[config.mk]
export PLATFORM = sky130hd
export DESIGN_NAME = particle_box_bounce_step_flat
export DESIGN_NICKNAME = d
export VERILOG_FILES = /design/src/pbb_pkg.sv /design/src/pbb_item_if.sv /design/src/pbb_result_if.sv /design/src/particle_box_bounce_step.sv /design/src/pbb_regs.sv /design/src/pbb_ctrl.sv /design/src/pbb_datapath.sv /design/src/flat_wrapper.sv
export SDC_FILE = /design/constraint.sdc
export NUM_CORES = 1
export LEC_CHECK = 0
export BUFFER_PORTS_ARGS = -buffer_cell sky130_fd_sc_hd__buf_2
export CAP_MARGIN = 10
export CORE_ASPECT_RATIO = 0.6
export CORE_MARGIN = 2
export CORE_UTILIZATION = 55
export CTS_BUF_LIST = sky130_fd_sc_hd__clkbuf_8
export CTS_CLUSTER_SIZE = 25
export DETAILED_ROUTE_END_ITERATION = 7
export PLACE_DENSITY = 0.75
export SETUP_SLACK_MARGIN = 0.15
export SLEW_MARGIN = 5
export SYNTH_ARGS = -nofsm -noshare
export SYNTH_HDL_FRONTEND = slang
export SYNTH_SLANG_ARGS = --single-unit
export TNS_END_PERCENT = 50
[constraint.sdc]
create_clock -name clk -period 12.95 [get_ports clk]
set_input_delay 2.59 -clock clk [delete_from_list [all_inputs] [get_ports clk]]
set_output_delay 2.59 -clock clk [all_outputs]
set_load 0.02 [all_outputs]
[src/pbb_pkg.sv]
package pbb_pkg;

  localparam int MAX_COLLIDERS = 4;
  localparam int PARTICLE_SIZE = 50;
  localparam logic [7:0] END_LEVEL = 8'd255;

  localparam int REG_COUNT = 1 + MAX_COLLIDERS;
  localparam int ADDR_W = 6;
  localparam int DATA_W = 64;
  localparam int BOX_W = 36;
  localparam int IDX_W = 2;

  // Register indexes on the configuration port.
  localparam logic [2:0] REG_COLLIDER_COUNT = 3'd0;
  localparam logic [2:0] REG_COLLIDER_0 = 3'd1;
  localparam logic [2:0] REG_COLLIDER_3 = 3'd4;

  localparam logic FUNC_SPAWN = 1'b0;
  localparam logic FUNC_TICK = 1'b1;

  typedef struct packed {
    logic [2:0] count;
    logic [MAX_COLLIDERS-1:0][BOX_W-1:0] box;
  } pbb_cfg_t;

  typedef struct packed {
    logic signed [15:0] x;
    logic signed [15:0] y;
    logic signed [15:0] vel_x;
    logic signed [15:0] vel_y;
    logic [7:0] red;
    logic [7:0] green;
    logic [7:0] blue;
  } pbb_spawn_t;

  typedef struct packed {
    logic start;
    logic spawn;
    logic move;
    logic check;
    logic [IDX_W-1:0] idx;
    logic fade;
    logic emit;
  } pbb_cmd_t;

  typedef struct packed {
    logic live;
    logic hit;
    logic out_free;
  } pbb_status_t;

endpackage

[src/pbb_item_if.sv]
interface pbb_item_if;
  logic valid;
  logic ready;
  logic func;
  logic signed [15:0] spawn_x;
  logic signed [15:0] spawn_y;
  logic signed [15:0] spawn_vel_x;
  logic signed [15:0] spawn_vel_y;
  logic [7:0] spawn_red;
  logic [7:0] spawn_green;
  logic [7:0] spawn_blue;

  modport source (
    output valid, func, spawn_x, spawn_y, spawn_vel_x, spawn_vel_y,
           spawn_red, spawn_green, spawn_blue,
    input  ready
  );
  modport sink (
    input  valid, func, spawn_x, spawn_y, spawn_vel_x, spawn_vel_y,
           spawn_red, spawn_green, spawn_blue,
    output ready
  );
endinterface

[src/pbb_result_if.sv]
interface pbb_result_if;
  logic valid;
  logic ready;
  logic active;
  logic signed [15:0] pos_x;
  logic signed [15:0] pos_y;
  logic [7:0] red;
  logic [7:0] green;
  logic [7:0] blue;
  logic bounced_horizontal;
  logic bounced_vertical;

  modport source (
    output valid, active, pos_x, pos_y, red, green, blue,
           bounced_horizontal, bounced_vertical,
    input  ready
  );
  modport sink (
    input  valid, active, pos_x, pos_y, red, green, blue,
           bounced_horizontal, bounced_vertical,
    output ready
  );
endinterface

[src/particle_box_bounce_step.sv]
// One square particle that moves and bounces off up to four boxes. A spawn,
// or a tick on a particle never spawned, goes from its accepted transfer
// straight to the finish step; any other tick runs a move step, a check step
// per box examined, then finish. The boxes are examined one per cycle by a
// single compare unit until the first hit. The result register loads as the
// block returns to idle; a waiting result holds the block in finish until the
// output register is free. One item is in work at a time, and the next can
// be taken while the previous result still waits in the output register.
// Box i is at byte address 8*(i+1) of the configuration port, the count at 0.
module particle_box_bounce_step import pbb_pkg::*; (
  input  logic              clk,
  input  logic              rst,
  pbb_item_if.sink          item,
  pbb_result_if.source      result,
  input  logic              psel,
  input  logic              penable,
  input  logic              pwrite,
  input  logic [ADDR_W-1:0] paddr,
  input  logic [DATA_W-1:0] pwdata,
  output logic [DATA_W-1:0] prdata,
  output logic              pready
);

  pbb_cfg_t    cfg;
  pbb_cmd_t    cmd;
  pbb_status_t status;
  pbb_spawn_t  spawn;

  assign spawn.x = item.spawn_x;
  assign spawn.y = item.spawn_y;
  assign spawn.vel_x = item.spawn_vel_x;
  assign spawn.vel_y = item.spawn_vel_y;
  assign spawn.red = item.spawn_red;
  assign spawn.green = item.spawn_green;
  assign spawn.blue = item.spawn_blue;

  pbb_regs u_regs (
    .clk     (clk),
    .rst     (rst),
    .psel    (psel),
    .penable (penable),
    .pwrite  (pwrite),
    .paddr   (paddr),
    .pwdata  (pwdata),
    .prdata  (prdata),
    .pready  (pready),
    .cfg     (cfg)
  );

  pbb_ctrl u_ctrl (
    .clk        (clk),
    .rst        (rst),
    .item_valid (item.valid),
    .item_func  (item.func),
    .item_ready (item.ready),
    .count      (cfg.count),
    .status     (status),
    .cmd        (cmd)
  );

  pbb_datapath u_datapath (
    .clk    (clk),
    .rst    (rst),
    .cmd    (cmd),
    .spawn  (spawn),
    .cfg    (cfg),
    .status (status),
    .result (result)
  );

  // After a transfer in, the block is not ready in the following cycle.
  a_busy_after_accept: assert property (@(posedge clk) disable iff (rst)
    item.valid && item.ready |=> !item.ready)
    else $error("input taken on the cycle after an accepted item");

  // A particle that is not live never reports a bounce.
  a_bounce_needs_live: assert property (@(posedge clk) disable iff (rst)
    result.valid && (result.bounced_horizontal || result.bounced_vertical)
      |-> result.active)
    else $error("bounce reported for an inactive particle");

  // A new result is only loaded from the finish step, never while idle.
  a_result_from_finish: assert property (@(posedge clk) disable iff (rst)
    $rose(result.valid) |-> $past(!item.ready))
    else $error("result loaded while the block was idle");

endmodule

[src/pbb_regs.sv]
module pbb_regs import pbb_pkg::*; (
  input  logic              clk,
  input  logic              rst,
  input  logic              psel,
  input  logic              penable,
  input  logic              pwrite,
  input  logic [ADDR_W-1:0] paddr,
  input  logic [DATA_W-1:0] pwdata,
  output logic [DATA_W-1:0] prdata,
  output logic              pready,
  output pbb_cfg_t          cfg
);

  logic [2:0] index;
  logic       wr_en;

  assign index = paddr[5:3];
  assign wr_en = psel && penable && pwrite;
  assign pready = 1'b1;

  always_ff @(posedge clk) begin
    if (rst) begin
      cfg <= '0;
    end else if (wr_en) begin
      if (index == REG_COLLIDER_COUNT) begin
        cfg.count <= pwdata[2:0];
      end else if (index >= REG_COLLIDER_0 && index <= REG_COLLIDER_3) begin
        cfg.box[IDX_W'(index - REG_COLLIDER_0)] <= pwdata[BOX_W-1:0];
      end
    end
  end

  always_comb begin
    prdata = '0;
    if (index == REG_COLLIDER_COUNT) begin
      prdata = {61'd0, cfg.count};
    end else if (index >= REG_COLLIDER_0 && index <= REG_COLLIDER_3) begin
      prdata = {28'd0, cfg.box[IDX_W'(index - REG_COLLIDER_0)]};
    end
  end

endmodule

[src/pbb_ctrl.sv]
module pbb_ctrl import pbb_pkg::*; (
  input  logic        clk,
  input  logic        rst,
  input  logic        item_valid,
  input  logic        item_func,
  output logic        item_ready,
  input  logic [2:0]  count,
  input  pbb_status_t status,
  output pbb_cmd_t    cmd
);

  typedef enum logic [1:0] {
    IDLE,
    MOVE,
    CHECK,
    FINISH
  } state_t;

  state_t           state;
  logic [IDX_W-1:0] idx;
  logic             do_fade;
  logic [2:0]       n_boxes;
  logic             accept;
  logic             last_box;

  assign n_boxes = (count > 3'(MAX_COLLIDERS)) ? 3'(MAX_COLLIDERS) : count;
  assign accept = item_valid && item_ready;
  assign last_box = (3'(idx) + 3'd1) == n_boxes;
  assign item_ready = (state == IDLE);

  always_comb begin
    cmd = '0;
    cmd.idx = idx;
    case (state)
      IDLE: begin
        cmd.start = accept;
        cmd.spawn = accept && (item_func == FUNC_SPAWN);
      end
      MOVE: begin
        cmd.move = 1'b1;
      end
      CHECK: begin
        cmd.check = 1'b1;
      end
      FINISH: begin
        cmd.emit = status.out_free;
        cmd.fade = status.out_free && do_fade;
      end
      default: begin
        cmd = '0;
      end
    endcase
  end

  always_ff @(posedge clk) begin
    if (rst) begin
      state <= IDLE;
      idx <= '0;
      do_fade <= 1'b0;
    end else begin
      case (state)
        IDLE: begin
          if (accept) begin
            idx <= '0;
            // A tick on a particle that was never spawned leaves everything alone.
            if (item_func == FUNC_TICK && status.live) begin
              do_fade <= 1'b1;
              state <= MOVE;
            end else begin
              do_fade <= 1'b0;
              state <= FINISH;
            end
          end
        end
        MOVE: begin
          state <= (n_boxes == 3'd0) ? FINISH : CHECK;
        end
        CHECK: begin
          if (status.hit || last_box) begin
            state <= FINISH;
          end else begin
            idx <= idx + 1'b1;
          end
        end
        FINISH: begin
          if (status.out_free) begin
            state <= IDLE;
          end
        end
        default: begin
          state <= IDLE;
        end
      endcase
    end
  end

endmodule

[src/pbb_datapath.sv]
module pbb_datapath import pbb_pkg::*; (
  input  logic        clk,
  input  logic        rst,
  input  pbb_cmd_t    cmd,
  input  pbb_spawn_t  spawn,
  input  pbb_cfg_t    cfg,
  output pbb_status_t status,
  pbb_result_if.source result
);

  localparam logic signed [19:0] SIZE_Q = 20'(PARTICLE_SIZE * 16);

  logic               live;
  logic signed [15:0] cur_x, cur_y, speed_x, speed_y;
  logic [7:0]         red, green, blue;
  logic               bh, bv;

  logic signed [16:0] sum_x, sum_y;
  logic signed [19:0] px, py, pxs, pys, bx, by, sd, bxe, bye;
  logic [BOX_W-1:0]   box;
  logic               in_x, in_y, hx, hy;
  logic [7:0]         red_nx, green_nx, blue_nx;

  function automatic logic signed [15:0] sat16(input logic signed [16:0] v);
    if (v > 17'sd32767) return 16'sd32767;
    if (v < -17'sd32768) return -16'sd32768;
    return v[15:0];
  endfunction

  function automatic logic signed [15:0] neg_sat(input logic signed [15:0] v);
    return sat16(-{v[15], v});
  endfunction

  // Division by 40 of a value below 295: divide by 8, then by 5 through 13/64.
  function automatic logic [7:0] div40(input logic [8:0] d);
    logic [9:0] p;
    p = {4'd0, d[8:3]} * 10'd13;
    return {5'd0, p[8:6]};
  endfunction

  function automatic logic [7:0] fade(input logic [7:0] c);
    logic [8:0] d;
    if (c <= END_LEVEL) begin
      d = {1'b0, END_LEVEL - c};
      return c + div40(d);
    end
    d = {1'b0, c - END_LEVEL} + 9'd39;
    return c - div40(d);
  endfunction

  assign sum_x = 17'(cur_x) + 17'(speed_x);
  assign sum_y = 17'(cur_y) + 17'(speed_y);

  assign box = cfg.box[cmd.idx];
  assign px = 20'(cur_x);
  assign py = 20'(cur_y);
  assign pxs = px + SIZE_Q;
  assign pys = py + SIZE_Q;
  assign bx = $signed({4'd0, box[11:0], 4'd0});
  assign by = $signed({4'd0, box[23:12], 4'd0});
  assign sd = $signed({4'd0, box[35:24], 4'd0});
  assign bxe = bx + sd;
  assign bye = by + sd;

  assign in_y = (pys > by) && (py < bye);
  assign in_x = (pxs > bx) && (px < bxe);
  assign hx = in_y && ((speed_x > 16'sd0 && pxs > bx && px < bx) ||
                       (speed_x < 16'sd0 && px < bxe && pxs > bxe));
  assign hy = in_x && ((speed_y > 16'sd0 && pys > by && py < by) ||
                       (speed_y < 16'sd0 && py < bye && pys > bye));

  assign red_nx = cmd.fade ? fade(red) : red;
  assign green_nx = cmd.fade ? fade(green) : green;
  assign blue_nx = cmd.fade ? fade(blue) : blue;

  assign status.live = live;
  assign status.hit = cmd.check && (hx || hy);
  assign status.out_free = !result.valid || result.ready;

  always_ff @(posedge clk) begin
    if (rst) begin
      live <= 1'b0;
      cur_x <= '0;
      cur_y <= '0;
      speed_x <= '0;
      speed_y <= '0;
      red <= '0;
      green <= '0;
      blue <= '0;
      result.valid <= 1'b0;
    end else begin
      if (cmd.start) begin
        bh <= 1'b0;
        bv <= 1'b0;
      end
      if (cmd.spawn) begin
        live <= 1'b1;
        cur_x <= spawn.x;
        cur_y <= spawn.y;
        speed_x <= spawn.vel_x;
        speed_y <= spawn.vel_y;
        red <= spawn.red;
        green <= spawn.green;
        blue <= spawn.blue;
      end
      if (cmd.move) begin
        cur_x <= sat16(sum_x);
        cur_y <= sat16(sum_y);
      end
      if (cmd.check && hx) begin
        speed_x <= neg_sat(speed_x);
        bh <= 1'b1;
      end
      if (cmd.check && hy) begin
        speed_y <= neg_sat(speed_y);
        bv <= 1'b1;
      end
      if (cmd.fade) begin
        red <= red_nx;
        green <= green_nx;
        blue <= blue_nx;
      end
      if (cmd.emit) begin
        result.valid <= 1'b1;
        result.active <= live;
        result.pos_x <= cur_x;
        result.pos_y <= cur_y;
        result.red <= red_nx;
        result.green <= green_nx;
        result.blue <= blue_nx;
        result.bounced_horizontal <= bh;
        result.bounced_vertical <= bv;
      end else if (result.ready) begin
        result.valid <= 1'b0;
      end
    end
  end

endmodule

[src/flat_wrapper.sv]
// flat-port wrapper written by rule: the top's interface ports become plain ports
module particle_box_bounce_step_flat import pbb_pkg::*;
  (clk, rst, psel, penable, pwrite, paddr, pwdata, prdata, pready, item_valid, item_func, item_spawn_x, item_spawn_y, item_spawn_vel_x, item_spawn_vel_y, item_spawn_red, item_spawn_green, item_spawn_blue, item_ready, result_valid, result_active, result_pos_x, result_pos_y, result_red, result_green, result_blue, result_bounced_horizontal, result_bounced_vertical, result_ready);
  pbb_item_if item_i ();
  pbb_result_if result_i ();
  input  logic clk;
  input  logic rst;
  input  logic psel;
  input  logic penable;
  input  logic pwrite;
  input  logic [ADDR_W-1:0] paddr;
  input  logic [DATA_W-1:0] pwdata;
  output logic [DATA_W-1:0] prdata;
  output logic pready;
  input wire logic [$bits(item_i.valid)-1:0] item_valid;
  input wire logic [$bits(item_i.func)-1:0] item_func;
  input wire logic [$bits(item_i.spawn_x)-1:0] item_spawn_x;
  input wire logic [$bits(item_i.spawn_y)-1:0] item_spawn_y;
  input wire logic [$bits(item_i.spawn_vel_x)-1:0] item_spawn_vel_x;
  input wire logic [$bits(item_i.spawn_vel_y)-1:0] item_spawn_vel_y;
  input wire logic [$bits(item_i.spawn_red)-1:0] item_spawn_red;
  input wire logic [$bits(item_i.spawn_green)-1:0] item_spawn_green;
  input wire logic [$bits(item_i.spawn_blue)-1:0] item_spawn_blue;
  output wire logic [$bits(item_i.ready)-1:0] item_ready;
  output wire logic [$bits(result_i.valid)-1:0] result_valid;
  output wire logic [$bits(result_i.active)-1:0] result_active;
  output wire logic [$bits(result_i.pos_x)-1:0] result_pos_x;
  output wire logic [$bits(result_i.pos_y)-1:0] result_pos_y;
  output wire logic [$bits(result_i.red)-1:0] result_red;
  output wire logic [$bits(result_i.green)-1:0] result_green;
  output wire logic [$bits(result_i.blue)-1:0] result_blue;
  output wire logic [$bits(result_i.bounced_horizontal)-1:0] result_bounced_horizontal;
  output wire logic [$bits(result_i.bounced_vertical)-1:0] result_bounced_vertical;
  input wire logic [$bits(result_i.ready)-1:0] result_ready;
  assign item_i.valid = item_valid;
  assign item_i.func = item_func;
  assign item_i.spawn_x = item_spawn_x;
  assign item_i.spawn_y = item_spawn_y;
  assign item_i.spawn_vel_x = item_spawn_vel_x;
  assign item_i.spawn_vel_y = item_spawn_vel_y;
  assign item_i.spawn_red = item_spawn_red;
  assign item_i.spawn_green = item_spawn_green;
  assign item_i.spawn_blue = item_spawn_blue;
  assign item_ready = item_i.ready;
  assign result_valid = result_i.valid;
  assign result_active = result_i.active;
  assign result_pos_x = result_i.pos_x;
  assign result_pos_y = result_i.pos_y;
  assign result_red = result_i.red;
  assign result_green = result_i.green;
  assign result_blue = result_i.blue;
  assign result_bounced_horizontal = result_i.bounced_horizontal;
  assign result_bounced_vertical = result_i.bounced_vertical;
  assign result_i.ready = result_ready;
  particle_box_bounce_step u_core (.clk(clk), .rst(rst), .item(item_i), .result(result_i), .psel(psel), .penable(penable), .pwrite(pwrite), .paddr(paddr), .pwdata(pwdata), .prdata(prdata), .pready(pready));
endmodule
==> impl_metrics.csv, run 1 <==
group,metric,value,unit
timing,hold_viol,0,
logic_synthesis,yosys_warnings,0,
floorplanning,start_util,56.4,%
final_layout,nNetsFinal,2946,
floorplanning,die_w,254,µm
timing,setup_tns,0,ns
place,gp_congestion,0.941,
logic_synthesis,seq_area_frac_synth,32.3,%
global_routing,grt_pass1_vias,18300,
floorplanning,coreArea,0.0367,mm²
critical_path,cp_max_fo,40,
floorplanning,dieArea,0.0392,mm²
clocking,cts_resized,0,
run_status,outcome,"finished clean",
critical_path,critPathLaunchType,"primary input",
logic_synthesis,netlist_area,0.0207,mm²
place,dp_hpwl,44600,µm
global_routing,antenna_found_initial,5,
timing,final-setup-viol-count,0,
logic_synthesis,yosysUniqueCellTypes,76,
clocking,cts.clk_slew.worst_paths,0.06,ns
pwr,pwr-share-seq,31.9,%
clocking,cts_hold_buf,0,
pwr,p_int,2.24,mW
final_layout,fill_cells,3104,
pwr,p_switching,1.63,mW
global_routing,overflow,0,
critical_path,reg2reg_depth,20,
clocking,clk_latency,0.61,ns
final_layout,drive_gt1_share,16.3,%
timing,fin_crit,8.36,ns
timing,period_share,64.6,%
drt,drt_iter0_drc,1820,
timing,clock_skew,0.0269,ns
final_layout,syn2layout_area_growth,11.5,%
drt,wire_per_inst,20.1,µm
place,port_buffers,231,
drt,ant_nets,0,
timing,maxSlewHeadroom,21.6,%
final_layout,layout_common_cells,"nand2_1 (488), a21oi_1 (260), dfxtp_1 (241)",
global_routing,track_usage,31.3,%
global_routing,grt_pass1_wl,98300,µm
clocking,cts_buffers,48,
logic_synthesis,synthFlopType,"dfxtp_1",
clocking,cts.sinks,303,
pwr,p_leak,9.21,nW
timing,rsz0062_at_grt,"false",
logic_synthesis,syn_inst,2395,
global_routing,grt_max_degree,105,
critical_path,path_class,"primary input to output port",
clocking,htree_levels,2,
pwr,pwr-share-clk,22.6,%
place,dpl_worst_slack,4.54,ns
hold_path,holdCritPathClass,"register to register",
logic_synthesis,synth_edf_count,61,
floorplanning,io_pins,292,
clocking,clock_path_buffers,3,
critical_path,arrival,5.77,ns
drt,wirelength,62600,µm
timing,fin_ws,4.59,ns
drt,num_vias,19100,
pwr,switching_share,42.0,%
drt,wl_met3,5870,µm
drt,highest_layer,"met4",
drt,avgViaCountPerCell,6.11,
final_layout,final_common_cell,"nand2_1",
pwr,max-vdd-ir-drop,0.0934,mV
critical_path,crit_required,10.36,ns
drt,m1WireLength,27900,µm
logic_synthesis,synth_area_per_cell,8.64,µm²
drt,firstDrtPassIters,6,
floorplanning,fp.dieH,154,µm
job,drv_cap,0,
timing,drv_slew,0,
timing,tightest_slew,1.17,ns
clocking,cts_setup_buffers,0,
timing,max_freq,120,MHz
logic_synthesis,ys_ff_latch,303,
floorplanning,rows,54,
clocking,cts_tree,"built",
pwr,powerDensity,168,mW/mm²
critical_path,cp-end-kind,"output port",
hold_path,min_path_cells,0,
drt,met2WireLength,27500,µm
logic_synthesis,async_reset_ff_share,0,%
drt,drc_errors,0,
pwr,pwr-share-comb,45.5,%
clocking,cts_root_buf,"clkbuf_8",
-- worst max-delay path, stage by stage --
cell and delay, ns:
buf_2 0.07, buf_4 0.59, inv_1 0.19, ha_1 0.97
buf_4 0.49, mux4_2 0.26, nor2b_1 0.33, buf_2 0.24
-- state kept, by name, indices dropped and copies added, names as in the netlist, 16 cells and up --
signal                          flops
u_core.u_datapath.speed_x          16
u_core.u_regs.cfg                 147
u_core.u_datapath.cur_x            16
u_core.u_datapath.result.pos_y     16
u_core.u_datapath.cur_y            16
u_core.u_datapath.speed_y          16
u_core.u_datapath.result.pos_x     16
-- power groups by stage --
stage                     Sequential, mW  Combinational [mW]  Clock, mW
final                               1.23                1.76      0.875
after global routing                1.25                1.97      0.925
after CTS                           1.23                1.72      0.879
after detailed placement            1.25                1.71          0
after global placement              1.24                1.64          0
after floorplan                     1.19                1.32          0
-- layout make-up --
cell class | count | area, µm² | area share (%)
multi-input combinational | 1872 | 13100 | 56.8
sequential | 303 | 6680 | 28.9
timing repair buffer | 247 | 1280 | 5.56
clock buffer | 62 | 853 | 3.70
tap | 504 | 631 | 2.73
inverter | 96 | 360 | 1.56
clock inverter | 27 | 154 | 0.667
antenna | 6 | 15.0 | 0.0651
-- routing by layer --
layer / global-route usage, % / up-vias
li1: - / 8869
met2: 47.4 / 953
met1: 45.7 / 9145
met4: 8.82 / 0
met5: 0 / -
met3: 5.82 / 93
-- cells in the mapped netlist (38+ instances only) --
library cell	n	share of area, %
a211oi_1	38	1.4
nand2_1	492	8.9
mux4_2	72	7.8
dfxtp_1	242	23
edfxtp_1	61	8.9
nor3_1	38	0.92
nor2b_1	48	1.5
nor2_1	124	2.2
inv_1	95	1.7
clkbuf_1	105	1.9
ha_1	202	12
a311oi_1	47	2.0
xor2_1	40	1.7
o21ai_0	72	1.7
a21oi_1	261	6.3
xnor2_1	77	3.3
-- per-stage QoR --
step	area (µm²)	util [%]	total power, mW	hold slack (ns)	std cells
6_report	23100	62.9	3.87	0.422	3117
5_1_grt	23100	62.9	4.14	0.430	3117
4_1_cts	23100	62.8	3.83	0.424	3110
3_5_place_dp	22000	60.1	2.96	0.408	3021
3_3_place_gp	22000	60.1	2.89	0.406	3021
2_1_floorplan	20800	-	2.52	0.400	2422
-- logic make-up (layout without fill, tap and decap cells) --
family | Yosys count | count (layout) | share of synthesized area (%)
AND/OR/NAND/NOR | 842 | 842 | 17.9
AO/OA/AOI/OAI | 572 | 572 | 17.3
flip-flops | 303 | 303 | 32.3
buffers and inverters | 247 | 432 | 5.09
adder cells (fa/ha/maj) | 222 | 222 | 13.7
XOR/XNOR | 117 | 117 | 4.95
multiplexers | 90 | 90 | 8.72
other | 2 | 35 | 0.0363
-- final timing paths --
kind                                            from                                                  end  slack [ns]
setup / recovery                            paddr[3]                                           prdata[13]        4.59
setup reg to reg   u_core.u_ctrl.idx[0]$_SDFFE_PP0P_                  u_core.u_ctrl.state[0]$_SDFFE_PP0P_        5.93
hold reg to reg   u_core.u_datapath.bv$_SDFFCE_PN1P_  u_core.u_datapath.result.bounced_vertical$_DFFE_PP_        0.42
hold / removal    u_core.u_datapath.bv$_SDFFCE_PN1P_  u_core.u_datapath.result.bounced_vertical$_DFFE_PP_        0.42
Note: power is estimated with default switching activity, not from simulation.
==> inputs of run 2 (changes only) <==
--- a/config.mk
+++ b/config.mk
@@ -9,11 +9,11 @@
 export CAP_MARGIN = 10
 export CORE_ASPECT_RATIO = 0.6
 export CORE_MARGIN = 2
-export CORE_UTILIZATION = 55
+export CORE_UTILIZATION = 54
 export CTS_BUF_LIST = sky130_fd_sc_hd__clkbuf_8
 export CTS_CLUSTER_SIZE = 25
 export DETAILED_ROUTE_END_ITERATION = 7
-export PLACE_DENSITY = 0.75
+export PLACE_DENSITY = 0.77
 export SETUP_SLACK_MARGIN = 0.15
 export SLEW_MARGIN = 5
 export SYNTH_ARGS = -nofsm -noshare
==> constraint.sdc (replaced) <==
create_clock -name clk -period 7.6 [get_ports clk]
set_input_delay 1.52 -clock clk [delete_from_list [all_inputs] [get_ports clk]]
set_output_delay 1.52 -clock clk [all_outputs]
set_load 0.02 [all_outputs]
==> impl_metrics.csv, run 2 (synthesized netlist as in run 1, its figures left out) <==
group,metric,value,unit
drt,num_vias,19000,
floorplanning,rows,55,
critical_path,crit_required,8.06,ns
place,gp_congestion,0.914,
clocking,cts_resized,0,
timing,fin_crit,6.64,ns
global_routing,grt_pass1_wl,95900,µm
global_routing,antenna_found_initial,9,
clocking,cts.sinks,303,
final_layout,layout_common_cells,"nand2_1 (488), a21oi_1 (260), dfxtp_1 (241)",
timing,hold_viol,0,
floorplanning,dieArea,0.0400,mm²
floorplanning,fp.dieH,156,µm
timing,final-setup-viol-count,0,
critical_path,path_class,"register to register",
final_layout,nNetsFinal,2949,
final_layout,regArea,0.00668,mm²
final_layout,finalCoreUtilization,61.2,%
clocking,cts_tree,"built",
place,port_buffers,231,
global_routing,track_usage,29.8,%
floorplanning,start_util,54.9,%
timing,period_share,87.3,%
floorplanning,die_w,257,µm
critical_path,reg2reg_depth,23,
hold_path,min_path_cells,0,
job,drv_cap,0,
timing,rsz0062_at_grt,"false",
clocking,cts_buffers,48,
critical_path,cp-end-kind,"register",
final_layout,largest_reg_flops,147,
timing,fin_ws,0.962,ns
critical_path,critPathLaunchType,"register",
drt,wirelength,61700,µm
floorplanning,io_pins,292,
critical_path,cp_max_fo,27,
timing,drv_slew,0,
timing,maxSlewHeadroom,17.3,%
drt,drt_iter0_drc,2016,
critical_path,timing.rr.start,"u_core.u_ctrl.idx[0]$_SDFFE_PP0P_",
critical_path,arrival,7.10,ns
timing,clock_skew,0.0476,ns
clocking,htree_levels,2,
drt,avgViaCountPerCell,6.06,
final_layout,top_register,"u_core.u_regs.cfg",
timing,tightest_slew,1.24,ns
floorplanning,coreArea,0.0377,mm²
global_routing,grt_pass1_vias,18200,
critical_path,startpoint,"u_core.u_ctrl.idx[0]$_SDFFE_PP0P_",
timing,max_freq,151,MHz
global_routing,overflow,0,
place,dp_hpwl,44300,µm
drt,ant_nets,0,
final_layout,drive_gt1_share,16.3,%
final_layout,fill_cells,3227,
final_layout,final_cells,3130,
global_routing,grt_max_degree,88,
clocking,cts_setup_buffers,0,
timing,setup_tns,0,ns
drt,drc_errors,0,
run_status,outcome,"finished clean",
clocking,cts_hold_buf,0,
drt,wire_per_inst,19.7,µm
pwr,powerDensity,283,mW/mm²
final_layout,multi_input_area,0.0131,mm²
clocking,cts.clk_slew.worst_paths,0.07,ns
hold_path,min_from,"u_core.u_datapath.bh$_SDFFCE_PN1P_",
hold_path,holdCritPathClass,"register to register",
drt,firstDrtPassIters,6,
final_layout,syn2layout_area_growth,11.5,%
clocking,cts_root_buf,"clkbuf_8",
place,dpl_worst_slack,0.736,ns
clocking,clk_latency,0.63,ns
pwr,p_leak,9.22,nW
place,dp.cells,3032,
clocking,clock_path_buffers,3,
pwr,max-vdd-ir-drop,0.166,mV
final_layout,final_common_cell,"nand2_1",
run 2: routing by layer:
layer | wire length (µm) | part of all wire [%] | vias to the layer above | global-route usage (%)
li1 | - | - | 8869 | -
met1 | 26600 | 43 | 9009 | 41.2
met2 | 26600 | 43 | 941 | 45.1
met3 | 6120 | 9.9 | 138 | 6.68
met4 | 2250 | 3.6 | 0 | 12.7
met5 | 0 | 0 | - | 0
run 2: final timing paths:
path,to,slack [ns]
min reg2reg,u_core.u_datapath.result.bounced_horizontal$_DFFE_PP_,0.42
max,u_core.u_datapath.speed_y[14]$_SDFFE_PP0P_,0.96
max reg2reg,u_core.u_datapath.speed_y[14]$_SDFFE_PP0P_,0.96
min,u_core.u_datapath.result.bounced_horizontal$_DFFE_PP_,0.42
run 2: worst max-delay path, cell delays in order, from the launching register on:
cell,delay (ns)
dfxtp_2,0.74
buf_4,0.45
buf_4,0.29
mux4_2,0.60
ha_1,0.36
o21ai_0,0.09
nor2_1,0.09
o21a_1,0.17
nor2_1,0.15
o21bai_1,0.09
a21oi_1,0.18
xor2_1,0.27
ha_1,0.29
o21ai_0,0.08
nor3_1,0.07
a21o_1,0.19
maj3_1,0.33
maj3_1,0.38
a21o_1,0.17
a311oi_1,0.56
o31ai_4,0.27
buf_8,0.24
a211oi_1,0.28
a311oi_1,0.08
run 2: cell type report:
class,instances,area share [%]
Clock buffer,54,3.22
Clock inverter,33,0.906
Multi-Input combinational cell,1872,56.8
Sequential cell,303,28.9
Inverter,96,1.56
Tap cell,513,2.78
Timing Repair Buffer,250,5.69
Antenna cell,9,0.0976
run 2: power breakdown:
group / leakage (nW) / switching [mW] / total [mW] / internal (mW)
logic: 6.14 / 1.75 / 2.98 / 1.23
clock network: 0.551 / 0.703 / 1.43 / 0.725
registers: 2.53 / 0.290 / 2.11 / 1.82
run 2: through the flow:
step	power, mW	area, µm²	hold slack, ns
2_1_floorplan	4.29	20800	0.400
3_3_place_gp	4.91	22100	0.405
3_5_place_dp	5.03	22100	0.406
4_1_cts	6.47	23000	0.420
5_1_grt	6.94	23100	0.436
6_report	6.52	23100	0.421
